`src/rtl/ifsi_pkg.sv`:
```
package ifsi_pkg;

   localparam logic [7:0] HEADER_BYTE = 8'h55;

   // deframer phase codes
   localparam int PHASE_W = 4;
   localparam logic [PHASE_W-1:0] PHASE_HUNT = 4'd0;
   localparam logic [PHASE_W-1:0] PHASE_TYPE = 4'd1;
   localparam logic [PHASE_W-1:0] PHASE_PAY0 = 4'd2;
   localparam logic [PHASE_W-1:0] PHASE_LAST = 4'd10;

   // configuration register indexes
   localparam int CSR_IDX_W = 2;
   localparam logic [CSR_IDX_W-1:0] CSR_ACCEL_CODE = 2'd0;
   localparam logic [CSR_IDX_W-1:0] CSR_LEAK       = 2'd1;
   localparam logic [CSR_IDX_W-1:0] CSR_GAIN       = 2'd2;
   localparam int CSR_DATA_W = 32;

   localparam int LEAK_W  = 25;
   localparam int GAIN_W  = 32;
   localparam int SPEED_W = 48;
   localparam int MAG_W   = 16;

   localparam logic [7:0]        ACCEL_CODE_RST = 8'd81;
   localparam logic [LEAK_W-1:0] LEAK_RST       = 25'd16777216;
   localparam logic [GAIN_W-1:0] GAIN_RST       = 32'd102845;

   // result layout: type, four words, is_accel, magnitude, speed
   localparam int RSP_BITS   = 8 + 64 + 1 + MAG_W + SPEED_W;
   localparam int RSP_DATA_W = ((RSP_BITS + 7) / 8) * 8;

   localparam int QUEUE_DEPTH = 2;

   typedef struct packed {
      logic        is_accel;
      logic [63:0] payload;
      logic [7:0]  frame_type;
   } frame_rec_type;

endpackage

```
`src/rtl/ifsi_front.sv`:
```
module ifsi_front (
   input  logic                  clock,
   input  logic                  reset,
   input  logic                  req_tvalid,
   output logic                  req_tready,
   input  logic [7:0]            req_tdata,
   input  logic [7:0]            accel_code,
   input  logic                  q_full,
   output logic                  q_push,
   output ifsi_pkg::frame_rec_type q_rec
);

   logic [ifsi_pkg::PHASE_W-1:0] phase_ff, phase_in;
   logic [7:0]                   type_ff, type_in;
   logic [63:0]                  payload_ff, payload_in;
   logic                         accept;
   logic [2:0]                   byte_sel;

   // only the checksum byte needs room in the queue
   assign req_tready = !((phase_ff == ifsi_pkg::PHASE_LAST) && q_full);
   assign accept     = req_tvalid && req_tready;
   assign byte_sel   = 3'(phase_ff - ifsi_pkg::PHASE_PAY0);

   always_comb begin
      phase_in   = phase_ff;
      type_in    = type_ff;
      payload_in = payload_ff;
      if (accept) begin
         if ((phase_ff == ifsi_pkg::PHASE_HUNT) || (phase_ff > ifsi_pkg::PHASE_LAST)) begin
            phase_in = (req_tdata == ifsi_pkg::HEADER_BYTE) ? ifsi_pkg::PHASE_TYPE
                                                           : ifsi_pkg::PHASE_HUNT;
         end else if (phase_ff == ifsi_pkg::PHASE_TYPE) begin
            type_in  = req_tdata;
            phase_in = ifsi_pkg::PHASE_PAY0;
         end else if (phase_ff < ifsi_pkg::PHASE_LAST) begin
            payload_in[{byte_sel, 3'b000} +: 8] = req_tdata;
            phase_in = phase_ff + 4'd1;
         end else begin
            // checksum byte, value ignored
            phase_in = ifsi_pkg::PHASE_HUNT;
         end
      end
   end

   assign q_push           = accept && (phase_ff == ifsi_pkg::PHASE_LAST);
   assign q_rec.frame_type = type_ff;
   assign q_rec.payload    = payload_ff;
   assign q_rec.is_accel   = (type_ff == accel_code);

   always_ff @(posedge clock) begin
      if (reset) begin
         phase_ff <= ifsi_pkg::PHASE_HUNT;
      end else begin
         phase_ff <= phase_in;
      end
   end

   always_ff @(posedge clock) begin
      type_ff    <= type_in;
      payload_ff <= payload_in;
   end

endmodule

```
`config.mk`:
```
export PLATFORM = sky130hd
export DESIGN_NAME = ifsi_front
export DESIGN_NICKNAME = d
export VERILOG_FILES = /design/src/rtl/ifsi_pkg.sv /design/src/rtl/ifsi_front.sv
export SDC_FILE = /design/constraint.sdc
export NUM_CORES = 1
export LEC_CHECK = 0
export BUFFER_PORTS_ARGS = -buffer_cell sky130_fd_sc_hd__buf_2
export CAP_MARGIN = 30
export CORE_ASPECT_RATIO = 0.5
export CORE_MARGIN = 2
export CORE_UTILIZATION = 48
export CTS_BUF_LIST = sky130_fd_sc_hd__clkbuf_2 sky130_fd_sc_hd__clkbuf_4 sky130_fd_sc_hd__clkbuf_8
export CTS_CLUSTER_SIZE = 24
export DETAILED_ROUTE_END_ITERATION = 16
export PLACE_DENSITY_LB_ADDON = 0.05
export SLEW_MARGIN = 20
export SYNTH_ARGS = -nofsm -noshare
export SYNTH_HDL_FRONTEND = slang
export SYNTH_SLANG_ARGS = --single-unit
```
`constraint.sdc`:
```
create_clock -name clock -period 2.37 [get_ports clock]
set_input_delay 0.711 -clock clock [delete_from_list [all_inputs] [get_ports clock]]
set_output_delay 0.711 -clock clock [all_outputs]
set_load 0.02 [all_outputs]
```
### Word-level counts from Yosys, hierarchy flattened

Cells that the tools add are included.

* output and inout port bits: 75
* logic and storage cells: 29
* bits of input ports: 20
* register bits after elaboration: 76

* reductions and logical operators: 8
* shifts and indexed selects: 2
* equality and inequality tests: 4
* add/subtract/negate cells: 3
* multiplexer cells: 5
* magnitude comparators: 2
* bitwise operators: 2

Operator list (number)
* $bwmux 64: 1
* $shift 8x8->64 const A: 1
* $shiftx 8x8->64: 1
* $mux 4: 3
* $eq 8x7->1 const B: 1
* $eq 8x8->1: 1
* $neg 6->8: 1
* $add 4x1->4 const B: 1
* $eq 4x1->1 const B: 1
* $eq 4x4->1 const B: 1
* $gt 4x4->1 const B: 1
* $logic_not 4->1: 1
* $lt 4x4->1 const B: 1
* $reduce_and 4->1: 1
* $logic_and 1x1->1: 3
* $reduce_and 3->1: 1
* $sub 3x2->3 const B: 1
* $not 1->1: 2
* $logic_not 1->1: 1
* $logic_or 1x1->1: 1
* $mux 1: 1

### Longest topological paths before layout

* depth after elaboration: 5
* mapped depth: 8
* mapped depth without buffers: 8

### Worst setup path before layout

Ideal clock, no wire load.

* path type: register to register
* from: reg phase_ff[2] (netlist name)
* to: reg payload_ff[48] (enable)
* setup time: 0.385 ns
* slack: -0.114 ns
* cell stages (with the launch flop): 7
* buffers on the path: 1
* data required time: 1.985 ns
* period minus slack after synthesis: 2.484 ns
* arrival time: 2.099 ns
* path through: dfxtp_1 > inv_1 > ha_1 > inv_1 > ha_1 > buf_2 > nor3b_1

* word-level cells in the longest chain between the ends: 5
* elaborated cells on any way between the ends: 12
* classes of those cells: order compare: 2; eq/ne: 2; bitwise: 2; reduce/logical: 6

Ends and longest elaborated chain
* start, declared: RTL line ifsi_front.sv:13 `logic [ifsi_pkg::PHASE_W-1:0] phase_ff, phase_in;`
* start signal, assigned: RTL line ifsi_front.sv:52 `phase_ff <= ifsi_pkg::PHASE_HUNT;`
* start signal, assigned: RTL line ifsi_front.sv:54 `phase_ff <= phase_in;`
* branches (longest 4 deep; another with $gt 4x4->1)
* $reduce_and 4->1 (no line) *
* end signal, assigned: RTL line ifsi_front.sv:60 `payload_ff <= payload_in;`
* end, declared: RTL line ifsi_front.sv:15 `logic [63:0] payload_ff, payload_in;`

Mark *: on every way between the ends.
A chain may end at the register's enable or synchronous reset.

### Worst setup path after layout

* from: reg phase_ff[2] (netlist name)
* to: out q_push

* word-level cells in the longest chain between the ends: 5

Ends and longest elaborated chain
* $eq 4x4->1 *: RTL line ifsi_front.sv:20, ifsi_front.sv:45
* $logic_and 1x1->1: RTL line ifsi_front.sv:20 `assign req_tready = !((phase_ff == ifsi_pkg::PHASE_LAST) && q_full);`
* $logic_not 1->1: RTL line ifsi_front.sv:20
* $logic_and 1x1->1: RTL line ifsi_front.sv:21 `assign accept = req_tvalid && req_tready;`
* $logic_and 1x1->1 *: RTL line ifsi_front.sv:45 `assign q_push = accept && (phase_ff == ifsi_pkg::PHASE_LAST);`
* end, declared: RTL line ifsi_front.sv:9 `output logic q_push,`

Mark *: on every way between the ends. The rest lies on a longest branch, timed or not.

==> metrics.yaml <==
run_status:
  status: "complete, no violations"
global_route:
  grt.overflow.total: 0
  grt_pass1_vias: 2100
  grt_antenna_before_repair: 0
  grt_pass1_wl_um: 11500
  grt_max_degree: 14
  grt_usage_pct: 21.2
place:
  numPlacedInstances: 432
  dp_hpwl_um: 5270
  placed_area_um2: 3950
  pre_cts_slack_ns: 0.0401
  gp_congestion: 0.849
  numPortBuffers: 94
synthesis:
  netlist_area_um2: 3270
  synth_cell_types: 36
  async_flop_share_pct: 0
  yosysMostFrequentCell: "edfxtp_1"
  postSynthAreaPerCell_um2: 14.0
  synth_top_area_cell: "edfxtp_1"
  synth_top_area_share_pct: 66.2
  synth_seq_cells: 76
  synth-edff-count: 72
  ys_top_cells_by_count: "edfxtp_1, and2_1, nor2_1"
  syn-num-nets: 265
  synth_ff_type: "edfxtp_1"
  synthTopCellsByArea: "edfxtp_1, and2_1, ha_1, dfxtp_1, xnor2_1"
  yosysSeqAreaShare_pct: 68.6
  syn_inst: 234
  yosysWarnings: 0
timing:
  hold_viol_final: 0
  tns_ns: 0
  relSlewSlack_pct: 63.5
  fmax_mhz: 440
  setup_viol_count_final: 0
  rsz0062_at_grt: "no"
  min_period_ns: 2.27
  tightest_slew_ns: 0.543
  maxSlewViolCount: 0
  finalClockSkew_ns: 0.00688
  fin_ws_ns: 0.0982
  fin_crit_sh_pct: 95.9
  holdWs_ns: 0.599
final_layout:
  antenna_cells: 0
  drive_above_1_share_pct: 38.4
  fin_nets: 386
  fin_util_pct: 64.0
  fin_cells: 451
  areaGrowthSynthToFinish_pct: 29.8
  fin_area_um2: 4240
cts:
  clk_latency_ns: 0.35
  clkTransAtPathRegs_ns: 0.08
  cts_buffer_depth: 2
  cts_tree: "done"
  htree_levels: 3
  cts-hold-fix-buffers: 0
  clock_sinks: 76
  cts_buffers: 9
  root_buffer: "clkbuf_8"
drt:
  vias: 2213
  drt_iter0_markers: 176
  vias_per_cell: 4.91
  ant_nets: 0
  firstDrtPassIters: 4
  wl_um: 7450
  routedWlPerCell_um: 16.5
  drc_errors: 0
setup_path:
  cp_top_family: "simple AND/OR/NAND/NOR gates"
  path_cells: "buf_4, nand4b_2, and2_4, and3_2, buf_2"
  crit_type: "reg2out"
  cp.required_ns: 1.66
  critPathBufInv: 2
  crit_path_start_kind: "flop"
  critPathCaptureType: "primary output"
  cpMaxStageDelayCell: "dfxtp_1"
  max_stage_delay_ns: 0.32
  worst_ep_arrival_time_ns: 1.56
  critical_path.max_fanout: 7
power:
  max-vdd-ir-drop_mv: 0.276
  power_per_cell_area_nw_per_um2: 668
  power_mw: 2.83
  leakage_nw: 1.82
floorplan:
  ios: 95
  dieHeight_um: 62.3
  initial_core_util_pct: 49.3
  die_area_um2: 7520
  die_x_um: 121
  coreArea_um2: 6620
  rows: 21
job:
  drv_cap: 0
min_path:
  hp-class: "in2reg"
-- cell families (layout without fill, tap and decap cells) --
group                    count (synthesis)  after routing  synth area share [%]
XOR/XNOR                                 8              8                  2.14
flip-flops                              76             76                  68.6
adder cells (fa/ha/maj)                 11             11                  4.21
AND/OR/NAND/NOR                        120            120                  21.5
AO/OA/AOI/OAI                           12             12                  2.64
buffers and inverters                    7            132                 0.881
-- cell type report --
| cell class | count | area (um2) |
|---|---|---|
| fillers | 533 | 2380 |
| flip-flops and latches | 76 | 2250 |
| multi-input cells | 151 | 1020 |
| repair buffers | 112 | 606 |
| clock buffers | 9 | 124 |
| well taps | 92 | 115 |
| clock inverters | 6 | 113 |
| inverters | 5 | 18.8 |
-- power breakdown --
part	total (mW)	switching (mW)	internal, mW
Sequential	1.47	0.00438	1.47
Combinational	0.195	0.122	0.0726
Clock	1.16	0.467	0.697
-- worst reg2reg max path, delay by kind of cell, from the launching register on --
kind / cells / cell delay (ns)
adder cells (fa/ha/maj): 2 / 0.66
flip-flops: 1 / 0.34
AND/OR/NAND/NOR: 3 / 0.76
buffers and inverters: 3 / 0.31
-- worst paths after layout --
path / to / from / cells after the start / slack, ns
setup reg to reg: payload_ff[9] / phase_ff[2] / 8 / 0.16
setup / recovery: q_push / phase_ff[2] / 5 / 0.1
hold reg to reg: phase_ff[2] / phase_ff[2] / 3 / 0.63
hold / removal: phase_ff[2] / reset / 2 / 0.60
-- cells in the final DEF, fill, tap and decap left out, types with 3 or more instances in the layout --
master	count
nor3b_1	3
nor3_1	4
xnor2_1	8
buf_2	94
edfxtp_1	72
nand4_1	3
nand2_1	15
and2_1	56
nand2b_1	5
clkbuf_8	9
dfxtp_1	3
nor2_1	18
bufinv_16	3
ha_1	10
inv_1	4
buf_4	18
-- flip-flops by register name, indices dropped and copies added, names as in the netlist --
name	flops
payload_ff	64
phase_ff	4
type_ff	8
-- per-layer routing --
layer	share of wire (%)	up-vias	global-route usage, %
met5	0	-	0
met4	1.0	0	5.38
met3	9.0	10	6.53
met2	45	89	32.4
met1	45	1033	29.7
li1	-	1081	-
-- what timing repair did --
action / 4_1_cts / 5_1_grt
gates resized for setup: 4 / 1
setup buffers: 1 / 3
pin swaps: 0 / 1
endpoints found under the setup margin: 1 / 7
(Power assumes the default switching activity.)
