<file path="src/rtl/ifsi_pkg.sv">
package ifsi_pkg;

   localparam logic [7:0] HEADER_BYTE = 8'h55;

   // deframer phase codes
   localparam int PHASE_W = 4;
   localparam logic [PHASE_W-1:0] PHASE_HUNT = 4'd0;
   localparam logic [PHASE_W-1:0] PHASE_TYPE = 4'd1;
   localparam logic [PHASE_W-1:0] PHASE_PAY0 = 4'd2;
   localparam logic [PHASE_W-1:0] PHASE_LAST = 4'd10;

   // configuration register indexes
   localparam int CSR_IDX_W = 2;
   localparam logic [CSR_IDX_W-1:0] CSR_ACCEL_CODE = 2'd0;
   localparam logic [CSR_IDX_W-1:0] CSR_LEAK       = 2'd1;
   localparam logic [CSR_IDX_W-1:0] CSR_GAIN       = 2'd2;
   localparam int CSR_DATA_W = 32;

   localparam int LEAK_W  = 25;
   localparam int GAIN_W  = 32;
   localparam int SPEED_W = 48;
   localparam int MAG_W   = 16;

   localparam logic [7:0]        ACCEL_CODE_RST = 8'd81;
   localparam logic [LEAK_W-1:0] LEAK_RST       = 25'd16777216;
   localparam logic [GAIN_W-1:0] GAIN_RST       = 32'd102845;

   // result layout: type, four words, is_accel, magnitude, speed
   localparam int RSP_BITS   = 8 + 64 + 1 + MAG_W + SPEED_W;
   localparam int RSP_DATA_W = ((RSP_BITS + 7) / 8) * 8;

   localparam int QUEUE_DEPTH = 2;

   typedef struct packed {
      logic        is_accel;
      logic [63:0] payload;
      logic [7:0]  frame_type;
   } frame_rec_type;

endpackage

</file>
<file path="src/rtl/ifsi_queue.sv">
module ifsi_queue (
   input  logic                    clock,
   input  logic                    reset,
   input  logic                    q_push,
   input  ifsi_pkg::frame_rec_type q_rec,
   output logic                    q_full,
   input  logic                    q_pop,
   output logic                    q_valid,
   output ifsi_pkg::frame_rec_type q_head
);

   ifsi_pkg::frame_rec_type entry_ff [ifsi_pkg::QUEUE_DEPTH];
   logic       wr_ptr_ff, wr_ptr_in;
   logic       rd_ptr_ff, rd_ptr_in;
   logic [1:0] count_ff, count_in;
   logic       do_push, do_pop;

   assign q_full  = (count_ff == 2'(ifsi_pkg::QUEUE_DEPTH));
   assign q_valid = (count_ff != 2'd0);
   assign q_head  = entry_ff[rd_ptr_ff];
   assign do_push = q_push && !q_full;
   assign do_pop  = q_pop && q_valid;

   always_comb begin
      wr_ptr_in = wr_ptr_ff ^ do_push;
      rd_ptr_in = rd_ptr_ff ^ do_pop;
      count_in  = count_ff;
      if (do_push && !do_pop) begin
         count_in = count_ff + 2'd1;
      end else if (do_pop && !do_push) begin
         count_in = count_ff - 2'd1;
      end
   end

   always_ff @(posedge clock) begin
      if (reset) begin
         wr_ptr_ff <= 1'b0;
         rd_ptr_ff <= 1'b0;
         count_ff  <= 2'd0;
      end else begin
         wr_ptr_ff <= wr_ptr_in;
         rd_ptr_ff <= rd_ptr_in;
         count_ff  <= count_in;
      end
   end

   always_ff @(posedge clock) begin
      if (do_push) begin
         entry_ff[wr_ptr_ff] <= q_rec;
      end
   end

endmodule

</file>
<file path="config.mk">
export PLATFORM = sky130hd
export DESIGN_NAME = ifsi_queue
export DESIGN_NICKNAME = d
export VERILOG_FILES = /design/src/rtl/ifsi_pkg.sv /design/src/rtl/ifsi_queue.sv
export SDC_FILE = /design/constraint.sdc
export NUM_CORES = 1
export LEC_CHECK = 0
export BUFFER_PORTS_ARGS = -buffer_cell sky130_fd_sc_hd__buf_2
export CORE_AREA = 2 2 104 106
export CTS_BUF_LIST = sky130_fd_sc_hd__clkbuf_2 sky130_fd_sc_hd__clkbuf_4 sky130_fd_sc_hd__clkbuf_8
export DETAILED_ROUTE_END_ITERATION = 10
export DIE_AREA = 0 0 106 108
export GPL_ROUTABILITY_DRIVEN = 1
export GPL_TIMING_DRIVEN = 0
export PLACE_DENSITY_LB_ADDON = 0.08
export SKIP_LAST_GASP = 1
export SLEW_MARGIN = 40
export SYNTH_ARGS = -nofsm -noshare
export SYNTH_HDL_FRONTEND = slang
export SYNTH_SLANG_ARGS = --single-unit
</file>
<file path="constraint.sdc">
create_clock -name clock -period 4.2 [get_ports clock]
set_clock_uncertainty 0.1 [all_clocks]
set_input_delay 0.63 -clock clock [delete_from_list [all_inputs] [get_ports clock]]
set_output_delay 0.63 -clock clock [all_outputs]
set_load 0.005 [all_outputs]
</file>
# After elaboration in Yosys (flattened, before gate mapping)

Memory sizes are Yosys's and may differ from the RTL's. A register that Yosys moved wholly into a read port is not among the register bits.
Index checks and enable logic that the tools add are counted.

RAM bits: 146
Logic and storage cells: 23
Memories kept: 1
Input bits: 77
Output and inout bits: 75
Register bits after elaboration: 4

Add/subtract/negate cells: 2
Mux-type cells: 5
Reduce and logical (&&, ||, !) cells: 9
Bitwise operators: 2
Equality and inequality tests: 1

Memory list:

| name     | words | bits a word | read ports | clocked after memory_dff | wr ports | line             | RTL |
|---|---|---|---|---|---|---|---|
| entry_ff | 2     | 73          | 1          | 1                        | 1        | ifsi_queue.sv:12 | `ifsi_pkg::frame_rec_type entry_ff [ifsi_pkg::QUEUE_DEPTH];` |

Operators with widths:

| kind                  | number |
|---|---|
| $logic_and A1 B1 Y1   | 4 |
| $mux W2               | 2 |
| $reduce_bool A2 Y1    | 2 |
| $logic_not A1 Y1      | 3 |
| $mux W1               | 3 |
| $add A2 B1 Y2 const B | 1 |
| $eq A2 B2 Y1 const B  | 1 |
| $sub A2 B1 Y2 const B | 1 |
| $xor A1 B1 Y1         | 2 |

# Depth between registers and ports, before layout

Gate-level depths: netlist of the first run.

Depth in word-level cells: 7
Mapped depth: 6
Gate-level depth less buffers: 6

# Worst setup path before layout of the first run

Ideal clock, no wire load.

Path type: input to register
Start point: input q_push
End point: memory entry_ff[1][0] (netlist bit) (enable)
Library setup time: 0.439 ns
Setup slack: 1.037 ns
Arrival time: 2.623 ns
Required time: 3.661 ns
Stages on the path: 2
Path buffers: 0
Cell sequence: nor2b_1 ha_1

Longest elaborated chain between the ends: 3

Ends and longest elaborated chain:

| item                          | line             | RTL |
|---|---|---|
| from (decl)                   | ifsi_queue.sv:4  | `input logic q_push,` |
| $logic_and A1 B1 Y1           | ifsi_queue.sv:21 | `assign do_push = q_push && !q_full;` |
| $mux W1                       | ifsi_queue.sv:48 | `if (do_push) begin` |
| $mux W1 (implied by the code) | ifsi_queue.sv:49 | `entry_ff[wr_ptr_ff] <= q_rec;` |
| to (decl)                     | ifsi_queue.sv:12 |  |

Every way passes these cells.

==> results.tsv, run 1 <==
stage	metric	value	unit
die	Die Span X	106	µm
clocking	post-CTS setup buffer count	0	
synthesis	top_reg_cell synth	edfxtp_1	
synthesis	Commonest cells post-synth	edfxtp_1 (146), mux2_2 (73), buf_6 (6)	
detailed_routing	DR vias/cell	4.94	
grt	Remaining Overflow, GRT	0	
sta	worst rel slew slack	62.7	%
synthesis	largest cells by area after synthesis	edfxtp_1 (80%), mux2_2 (15%), dfxtp_1 (1.5%), buf_6 (1.2%), ha_1 (0.68%)	
sta	crit path time final	2.37	ns
sta	Slew Viols, Final	0	
sta	RSZ-0062 raised after global routing	no	
setup_path	worst path cell trace	buf_4 > buf_6 > mux2_2 > buf_2	
sta	fin crit share	56.5	%
setup_path	Startpoint Class	flop	
place	DP Area	0.00650	mm²
synthesis	cells after synthesis	248	
setup_path	CP bufs+invs	3	
final_layout	share of layout cells above drive strength 1	62.4	%
job	max_cap viols	0	
sta	# setup viols final	0	
pwr	Leakage Power	2.62	nW
setup_path	CP Capture Type	primary output	
final_layout	final instance area	0.00695	mm²
setup_path	slowest CP cell	mux2_2	
die	die area	0.0114	mm²
synthesis	compound-gate portion of the synthesized area	0.274	%
sta	Hold Worst Slack	0.282	ns
die	Initial Util	53.6	%
synthesis	synthesized flop and latch total	150	
synthesis	Post-Syn Nets	328	
die	die height	108	µm
clocking	TritonCTS clock tree	done	
die	Row Count	37	
detailed_routing	final antenna-violating net count	0	
synthesis	largest family of logic cells by synthesized area	multiplexers	
setup_path	critical path class	reg2out	
final_layout	Antenna Cells	0	
synthesis	sequential cell area fraction in the yosys report	81.3	%
sta	Setup WS post-layout	1.83	ns
final_layout	synthesis-to-layout area growth	26.7	%
clocking	clock-pin slew on the worst setup and hold paths	0.08	ns
setup_path	CP arrival	1.64	ns
synthesis	Synth Area in XOR/XNOR	0.479	%
synthesis	post-synth top area share	79.9	%
grt	first-pass GRT wire length	14.2	mm
worst_hold_path	Hold Path Class	in2reg	
status	status	finished, final reports clean	
clocking	clk_lat worst skew	0.43	ns
setup_path	delay-heaviest family, CP	buffers and inverters	
clocking	clock root buffer	clkbuf_8	
grt	initial antenna violation count	0	
sta	Slew @ Worst Pin	0.559	ns
synthesis	Post-Syn Area	0.00549	mm²
setup_path	worst-path fanout max	10	
place	pre-CTS setup slack	1.76	ns
clocking	Hold Buf Count CTS	0	
grt	GRT Resource Usage Total	17.2	%
synthesis	Post-Syn Area per Cell	22.1	µm²
detailed_routing	TritonRoute pass-1 iters	4	
final_layout	Layout Nets	501	
clocking	H-tree depth	4	
synthesis	area leader, netlist	edfxtp_1	
synthesis	Synth warnings	0	
die	Core Region	0.0102	mm²
synthesis	ys async rst share	0	%
synthesis	Distinct cells, synth	16	
synthesis	simple-gate share of the synthesized area	0.707	%
clocking	# resized after CTS	0	
synthesis	proportion of synthesized area in mux cells	15.0	%
sta	Fin Setup TNS	0	ns
clocking	TritonCTS Buffers	17	
die	I/O pins	152	
pwr	PwrDens	606	mW/mm²
detailed_routing	DRC viols	0	
clocking	total clock sinks	150	
grt	largest net degree at the start of global routing	39	
synthesis	Synth Area in Adders	0.684	%
place	hpwl dp	6.21	mm
setup_path	CP peak stage delay	0.35	ns
synthesis	most frequent cell after synthesis	edfxtp_1	
detailed_routing	Post-Route WL	9.37	mm
place	# port buffers	151	
grt	vias in the first global route	2947	
pwr	IR drop worst, VDD	0.284	mV
setup_path	CP Data Required Time	3.47	ns
sta	Final Hold Viols	0	
detailed_routing	Iter 0 DRT Violations	96	
sta	Peak Freq	422	MHz
place	GPL Wtd Cong	0.710	
clocking	CTS max path bufs	2	
detailed_routing	Routed wire per std cell	16.4	µm
detailed_routing	vias	2818	
synthesis	number of synthesized flops with an enable pin	146	
registers in the layout, indices dropped and copies added (netlist names):
signal	flops
count_ff	2
entry_ff	146
rd_ptr_ff	1
wr_ptr_ff	1
worst reg2reg max path, stage by stage (launching register included):
cell,delay (ns)
dfxtp_1,0.42
and2b_2,0.25
nor2b_1,0.35
ha_4,0.57
buf_12,0.31
cell families (layout without fill, tap and decap cells):
| logic type | Yosys count | count (layout) |
|---|---|---|
| mux | 73 | 73 |
| flops | 150 | 150 |
| buf+inv | 9 | 195 |
| xor+xnor | 3 | 3 |
| fa+ha+maj | 3 | 3 |
| simple gates | 7 | 7 |
| compound gates | 3 | 3 |
per-stage QoR:
stage               std cells  util [%]  total power (W)
floorplan                 248         -          0.00261
global placement          535      62.7          0.00302
detailed placement        538      63.5          0.00306
CTS                       570      67.9          0.00427
global route              570      67.9          0.00442
finish                    570      67.9          0.00421
metal layers:
metal | track usage (%) | part of all wire (%) | wire length (µm)
met5 | 0 | 0 | 0
met4 | 8.46 | 1.9 | 175
met3 | 7.66 | 8.7 | 812
met2 | 29.4 | 52 | 4890
met1 | 18.1 | 37 | 3490
area by class of cell:
cell class | instances | area (µm²)
Fill cell | 731 | 3280
Multi-Input combinational cell | 89 | 965
Buffer | 8 | 80.1
Clock buffer | 24 | 305
Clock inverter | 8 | 148
Sequential cell | 150 | 4460
Timing Repair Buffer | 154 | 816
Inverter | 1 | 3.75
Tap cell | 136 | 170
layout by cell type, fill, tap and decap left out:
cell          n
nor2b_1       1
inv_1         1
clkbuf_4      4
and2b_2       1
edfxtp_1    146
buf_2       152
clkbuf_8     20
dfxtp_1       4
bufinv_16     4
a21oi_1       1
or3_1         1
nor2_1        3
buf_4         1
mux2_2       73
o21ai_0       2
or2_2         1
clkinv_2      1
ha_1          1
ha_4          2
buf_6         6
clkinvlp_4    3
buf_12        3
xor2_1        3
report_power, final:
part           switching, W  internal (W)  total, W  leakage, nW
Sequential        0.0000548       0.00192   0.00197         1.40
Clock              0.000487      0.000721   0.00121        0.223
Combinational      0.000486      0.000543   0.00103        0.999
Total               0.00103       0.00318   0.00421         2.62
path summary, 6_finish.rpt:
kind	start	end	slack (ns)	cells after the start
setup reg to reg	count_ff[0]	entry_ff[1][35]	1.89	4
setup / recovery	rd_ptr_ff	q_head[11]	1.83	4
hold / removal	q_rec[49]	entry_ff[0][49]	0.28	1
hold reg to reg	count_ff[1]	count_ff[1]	0.44	2
Power figures use the tool's default switching activity.
==> run 2: changes to the inputs <==
- clock period: 4.2 -> 2.4 ns (I/O delays scaled with it)
==> run 2 against run 1 <==
  * Utilization grew 7.5 points
  * Total power grew 79%
  * Sequential share of layout area shrank 6.4 points
  * First-iteration DRC count grew 9.4%
  * Combinational power grew 87%
  * Worst hold slack lost 0.025 ns
  * Final cell count grew 13%
  * Register-to-register slack lost 1.7 ns
  * Final area grew 11%
  * Non-clock buffer count grew 75
  * Setup slack lost 1.6 ns
  * Largest power group unchanged
==> results.tsv, run 2 (synthesized netlist as in run 1, its figures left out) <==
stage	metric	value	unit	change
status	status	finished, final reports clean		
final_layout	final instance area	0.00772	mm²	+11%
sta	Slew @ Worst Pin	0.444	ns	-0.115 ns
die	I/O pins	152		unchanged
detailed_routing	DR vias/cell	4.81		-2.8%
place	DP Area	0.00650	mm²	unchanged
detailed_routing	Iter 0 DRT Violations	105		+9.4%
place	pre-CTS setup slack	0.0380	ns	-1.72 ns
sta	Slew Viols, Final	0		unchanged
place	# port buffers	151		unchanged
die	Row Count	37		unchanged
setup_path	Reg2Reg Depth	5		+1
final_layout	Layout Nets	576		+15%
clocking	CTS max path bufs	2		unchanged
grt	grt met3 use	6.57	%	-1.1 points
setup_path	CP Capture Type	flop		
final_layout	synthesis-to-layout area growth	40.7	%	
final_layout	Largest regs	entry_ff: 146 flops, count_ff: 2 flops		
grt	met1 usage	20.1	%	+1.9 points
die	Core Region	0.0102	mm²	unchanged
sta	Final Hold Viols	0		unchanged
grt	Remaining Overflow, GRT	0		unchanged
clocking	# resized after CTS	0		unchanged
clocking	total clock sinks	150		unchanged
die	die area	0.0114	mm²	unchanged
final_layout	max reg flops	146		unchanged
setup_path	CP Data Required Time	2.42	ns	-1.05 ns
pwr	Leakage Power	2.94	nW	+12%
clocking	clock root buffer	clkbuf_8		
grt	initial antenna violation count	0		unchanged
pwr	IR drop worst, VDD	0.558	mV	+96%
die	Initial Util	53.6	%	unchanged
final_layout	Largest Register	entry_ff		
setup_path	CP arrival	2.21	ns	+0.57 ns
detailed_routing	TritonRoute pass-1 iters	4		unchanged
sta	crit path time final	2.19	ns	
setup_path	critical path class	reg2reg		
pwr	PwrDens	974	mW/mm²	+61%
detailed_routing	Post-Route WL	10.5	mm	+12%
grt	GRT busiest layer	met2		
sta	fin crit share	91.3	%	
final_layout	commonest non-fill, non-tap cell in the layout	buf_2		
sta	# setup viols final	0		unchanged
final_layout	most frequent cells in the layout	buf_2 (152), edfxtp_1 (146), dlygate4sd3_1 (74)		
sta	Peak Freq	456	MHz	
grt	GRT Resource Usage Total	18.7	%	+1.5 points
detailed_routing	DRC viols	0		unchanged
setup_path	worst-path fanout max	36		+26
clocking	clk_lat worst skew	0.43	ns	about the same
final_layout	share of layout cells above drive strength 1	53.4	%	-9.0 points
die	Die Span X	106	µm	unchanged
setup_path	Worst Setup EP	entry_ff[0][16]		
clocking	H-tree depth	4		unchanged
setup_path	reg2reg start	count_ff[0]		
place	GPL Wtd Cong	0.710		unchanged
clocking	clock-pin slew on the worst setup and hold paths	0.08	ns	about the same
sta	RSZ-0062 raised after global routing	no		
clocking	TritonCTS clock tree	done		
grt	vias in the first global route	3332		+13%
grt	largest net degree at the start of global routing	39		unchanged
job	max_cap viols	0		unchanged
detailed_routing	final antenna-violating net count	0		unchanged
clocking	TritonCTS Buffers	17		unchanged
die	die height	108	µm	unchanged
setup_path	Reg2Reg Setup Slack	0.21	ns	-1.68 ns
sta	Setup WS post-layout	0.208	ns	-1.62 ns
final_layout	Antenna Cells	0		unchanged
setup_path	RR Endpoint	entry_ff[0][16]		
setup_path	Startpoint Class	flop		
sta	worst rel slew slack	70.3	%	+7.6 points
setup_path	critical path launch point	count_ff[0]		
place	hpwl dp	6.21	mm	unchanged
grt	first-pass GRT wire length	15.7	mm	+10%
final_layout	FILL cells	646		-12%
sta	Hold Worst Slack	0.256	ns	-0.0253 ns
detailed_routing	Routed wire per std cell	16.3	µm	-0.82%
detailed_routing	vias	3100		+10%
worst_hold_path	Hold Path Class	in2reg		
grt	met2 GRT Util	32.8	%	+3.4 points
-- run 2: per-stage QoR --
step	utilization (%)	instances	setup TNS [ns]	total power, W
floorplan	-	248	-107.21	0.00457
global placement	62.7	535	-252.78	0.00528
detailed placement	63.5	538	0	0.00535
CTS	74.8	640	0	0.00756
global route	75.5	645	0	0.00788
finish	75.5	645	0	0.00752
-- run 2: worst min path at each step --
stage                      from  cells past startpoint              end  slack [ns]
finish                    q_pop                      4        rd_ptr_ff        0.26
global route              q_pop                      4        rd_ptr_ff        0.26
CTS                   q_rec[41]                      1  entry_ff[1][41]      0.0008
detailed placement  count_ff[1]                      2      count_ff[1]        0.43
global placement    count_ff[1]                      2      count_ff[1]        0.38
floorplan                 reset                      1        wr_ptr_ff        0.33
-- run 2: report_power, final --
group | switching, W | total (W) | internal, W
registers | 0.0000988 | 0.00346 | 0.00336
logic | 0.000890 | 0.00193 | 0.00104
clock network | 0.000867 | 0.00213 | 0.00126
-- run 2: layout make-up --
type,instances,area [µm²],area share (%)
Clock inverter,8,148,1.91
Tap cell,136,170,2.20
Multi-Input combinational cell,89,965,12.5
Timing Repair Buffer,229,1580,20.5
Inverter,1,3.75,0.0486
Buffer,8,80.1,1.04
Sequential cell,150,4460,57.8
Clock buffer,24,305,3.95
-- run 2: per-layer routing --
metal | share of wire, % | routed length, µm
met5 | 0 | 0
met4 | 2.3 | 247
met3 | 6.1 | 639
met2 | 54 | 5640
met1 | 38 | 3990
-- run 2: worst max-delay path: stages (launching register included) --
cell and delay, ns:
dfxtp_1 0.41, and2b_2 0.25, nor2b_1 0.37, ha_4 0.24, buf_12 0.23, buf_12 0.26
-- run 2: what timing repair did --
action,in CTS,in global routing
setup endpoints to repair,0,36
endpoints found under the hold margin,140,6
hold buffers,70,4
buffers inserted,0,1
==> run 3: changes to the inputs <==
- ABC_AREA: unset -> 1
- CORE_AREA: 2 2 104 106 -> 2 2 105 107
- DIE_AREA: 0 0 106 108 -> 0 0 107 109
==> run 3 against run 2 <==
  * Total power down 4.0%
  * Flip-flop and latch count unchanged
  * Area after synthesis up 0.84%
  * Fmax up 9.4%
  * Via count increased by 21%
  * Register-to-register slack improved by 0.19 ns
  * Final cell count is 26% higher
  * Non-clock buffer count grew 4
  * First-iteration DRC count is 37% higher
  * Critical endpoint is now entry_ff[1][42]
==> results.tsv, run 3 <==
stage	metric	value	unit	change
die	die area	0.0117	mm²	+1.9%
detailed_routing	DR vias/cell	4.63		-3.7%
sta	Hold Worst Slack	0.0287	ns	-0.228 ns
final_layout	Antenna Cells	0		unchanged
pwr	PwrDens	942	mW/mm²	-3.2%
synthesis	Post-Syn Area per Cell	13.4	µm²	-40%
final_layout	FILL cells	770		+19%
grt	GRT Resource Usage Total	18.9	%	+0.27 points
detailed_routing	vias	3752		+21%
detailed_routing	Post-Route WL	10.8	mm	+3.0%
detailed_routing	DRC viols	0		unchanged
die	Initial Util	52.2	%	-1.4 points
die	I/O pins	152		unchanged
pwr	Clock Power Share	25.3	%	-3.0 points
grt	first-pass GRT wire length	16.4	mm	+4.7%
setup_path	worst-path fanout max	36		unchanged
die	die height	109	µm	+0.93%
final_layout	Largest Register	entry_ff		
synthesis	Distinct cells, synth	14		-2
pwr	IR drop worst, VDD	0.528	mV	-5.3%
synthesis	Commonest cells post-synth	nand2_1 (226), edfxtp_1 (146), buf_2 (8), inv_1 (8), buf_4 (7)		
setup_path	reg2reg start	count_ff[1]		
final_layout	Largest regs	entry_ff: 146 flops, count_ff: 2 flops		
sta	crit path time final	2.00	ns	-0.188 ns
setup_path	CP Capture Type	flop		
worst_hold_path	Hold Path Sink	entry_ff[1][34]		
die	Die Span X	107	µm	+0.94%
setup_path	worst path cell trace	inv_1 > nor2_1 > nor2_1 > ha_4 > buf_12 > buf_12		
die	Core Region	0.0106	mm²	+3.6%
clocking	TritonCTS Buffers	17		unchanged
synthesis	compound-gate portion of the synthesized area	0.271	%	-0.0023 points
synthesis	Synth Area in Adders	0.678	%	-0.0057 points
pwr	Seq pwr share	48.2	%	+2.2 points
setup_path	CP Data Required Time	2.42	ns	about the same
synthesis	ys async rst share	0	%	unchanged
final_layout	most frequent cells in the layout	nand2_1 (226), buf_2 (159), edfxtp_1 (146)		
sta	Peak Freq	499	MHz	+9.4%
synthesis	most frequent cell after synthesis	nand2_1		
synthesis	Post-Syn Nets	494		+51%
synthesis	top_reg_cell synth	edfxtp_1		
clocking	clk_lat worst skew	0.42	ns	about the same
grt	Remaining Overflow, GRT	0		unchanged
setup_path	CP arrival	2.02	ns	-0.19 ns
worst_hold_path	HP Start	q_rec[34]		
pwr	Net Sw Power	0.00209	W	+12%
job	max_cap viols	0		unchanged
synthesis	number of synthesized flops with an enable pin	146		unchanged
pwr	Pint	0.00513	W	-9.4%
detailed_routing	Routed wire per std cell	13.4	µm	-18%
sta	fin crit share	83.5	%	-7.8 points
synthesis	Synth warnings	0		unchanged
worst_hold_path	Hold Path Class	in2reg		
synthesis	cells after synthesis	414		+67%
sta	RSZ-0062 raised after global routing	no		
final_layout	synthesis-to-layout area growth	38.4	%	
detailed_routing	final antenna-violating net count	0		unchanged
setup_path	Reg2Reg Setup Slack	0.40	ns	+0.19 ns
sta	# setup viols final	0		unchanged
sta	Fin Setup TNS	0	ns	unchanged
synthesis	synthesized flop and latch total	150		unchanged
setup_path	critical path class	reg2reg		
synthesis	largest cells by area after synthesis	edfxtp_1 (79%), nand2_1 (15%), dfxtp_1 (1.4%), buf_4 (0.95%), buf_2 (0.72%)		
setup_path	slowest CP cell	ha_4		
sta	worst rel slew slack	73.8	%	+3.5 points
synthesis	sequential cell area fraction in the yosys report	80.7	%	-0.68 points
synthesis	proportion of synthesized area in mux cells	0	%	-15 points
place	GPL Wtd Cong	0.703		-1.0%
final_layout	share of layout cells above drive strength 1	30.4	%	-23 points
status	status	finished, final reports clean		
final_layout	commonest non-fill, non-tap cell in the layout	nand2_1		
setup_path	CP peak stage delay	0.34	ns	-0.07 ns
synthesis	area leader, netlist	edfxtp_1		
grt	vias in the first global route	3618		+8.6%
clocking	clock root buffer	clkbuf_8		
sta	Slew @ Worst Pin	0.392	ns	-0.0523 ns
setup_path	Startpoint Class	flop		
synthesis	Post-Syn Area	0.00553	mm²	+0.84%
grt	initial antenna violation count	0		unchanged
place	# port buffers	151		unchanged
grt	largest net degree at the start of global routing	37		-5.1%
detailed_routing	TritonRoute pass-1 iters	4		unchanged
worst_hold_path	hold depth	1		-3
setup_path	Reg2Reg Depth	6		+1
pwr	Logic pwr share	26.5	%	+0.8 points
clocking	total clock sinks	150		unchanged
place	hpwl dp	6.77	mm	+9.1%
final_layout	Layout Nets	738		+28%
detailed_routing	Iter 0 DRT Violations	144		+37%
pwr	switching share of total power	28.9	%	+4.2 points
final_layout	max reg flops	146		unchanged
synthesis	simple-gate share of the synthesized area	15.9	%	+15 points
synthesis	largest family of logic cells by synthesized area	simple AND/OR/NAND/NOR gates		
synthesis	Synth Area in XOR/XNOR	0	%	-0.48 points
clocking	H-tree depth	4		unchanged
clocking	CTS max path bufs	2		unchanged
sta	Slew Viols, Final	0		unchanged
pwr	Leakage Power	3.30	nW	+12%
synthesis	post-synth top area share	79.2	%	-0.67 points
clocking	TritonCTS clock tree	done		
die	Row Count	38		+2.7%
sta	Final Hold Viols	0		unchanged
setup_path	RR Endpoint	entry_ff[1][42]		
clocking	clock-pin slew on the worst setup and hold paths	0.07	ns	about the same
[run 3: through the flow]
stage | instances | power (W) | setup slack [ns] | utilization [%] | cell area (µm²)
2_1_floorplan | 414 | 0.00450 | -0.516 | - | 5530
3_5_place_dp | 709 | 0.00539 | 0.320 | 62.0 | 6580
3_3_place_gp | 705 | 0.00530 | -1.62 | 61.0 | 6460
4_1_cts | 789 | 0.00727 | 0.358 | 70.2 | 7440
5_1_grt | 811 | 0.00768 | 0.228 | 72.2 | 7660
6_report | 811 | 0.00722 | 0.396 | 72.2 | 7660
[run 3: power by group through the flow]
stage	sequential (W)	combinational (W)	clock, W
2_1_floorplan	0.00355	0.000952	0
3_3_place_gp	0.00358	0.00171	0
3_5_place_dp	0.00354	0.00185	0
4_1_cts	0.00348	0.00192	0.00186
5_1_grt	0.00352	0.00217	0.00199
6_report	0.00348	0.00191	0.00182
[run 3: area by class of cell]
type	instances	area (µm²)	area share, %
Inverter	9	33.8	0.441
Buffer	16	104	1.36
Clock inverter	13	133	1.73
Clock buffer	19	249	3.25
Tap cell	140	175	2.29
Sequential cell	150	4460	58.3
Timing Repair Buffer	225	1540	20.2
Multi-Input combinational cell	239	957	12.5
[run 3: logic make-up after synthesis]
logic type	count (synthesis)
AND/OR/NAND/NOR	233
flip-flops	150
buffers and inverters	25
AO/OA/AOI/OAI	3
adder cells (fa/ha/maj)	3
[run 3: worst max-delay path, delay by kind of cell (launching register included)]
kind,cells,cell delay [ns]
flip-flops,1,0.31
buffers and inverters,3,0.56
adder cells (fa/ha/maj),1,0.34
AND/OR/NAND/NOR,2,0.37
[run 3: routing by layer]
layer	share of wire [%]	wire, µm	up-vias	GRT usage, %
met5	0	0	-	0
met4	0.98	106	0	6.68
met3	7.4	797	10	6.99
met2	52	5610	128	32.0
met1	40	4320	1732	22.6
li1	-	-	1882	-
[run 3: repair_timing]
item | in CTS | in global routing
hold buffers | 48 | 22
hold endpoints to repair | 90 | 43
resized for setup | 0 | 0
buffers inserted | 0 | 0
endpoints found under the setup margin | 0 | 0
[run 3: how the worst max path moves through the flow]
stage	from	endpoint	slack, ns	depth (start not counted)
floorplan	count_ff[1]	entry_ff[1][0]	-0.52	4
global placement	q_push	entry_ff[1][25]	-1.62	4
detailed placement	q_push	entry_ff[1][25]	0.32	6
CTS	count_ff[1]	entry_ff[1][22]	0.36	6
global route	count_ff[1]	entry_ff[1][22]	0.23	6
finish	count_ff[1]	entry_ff[1][42]	0.40	6
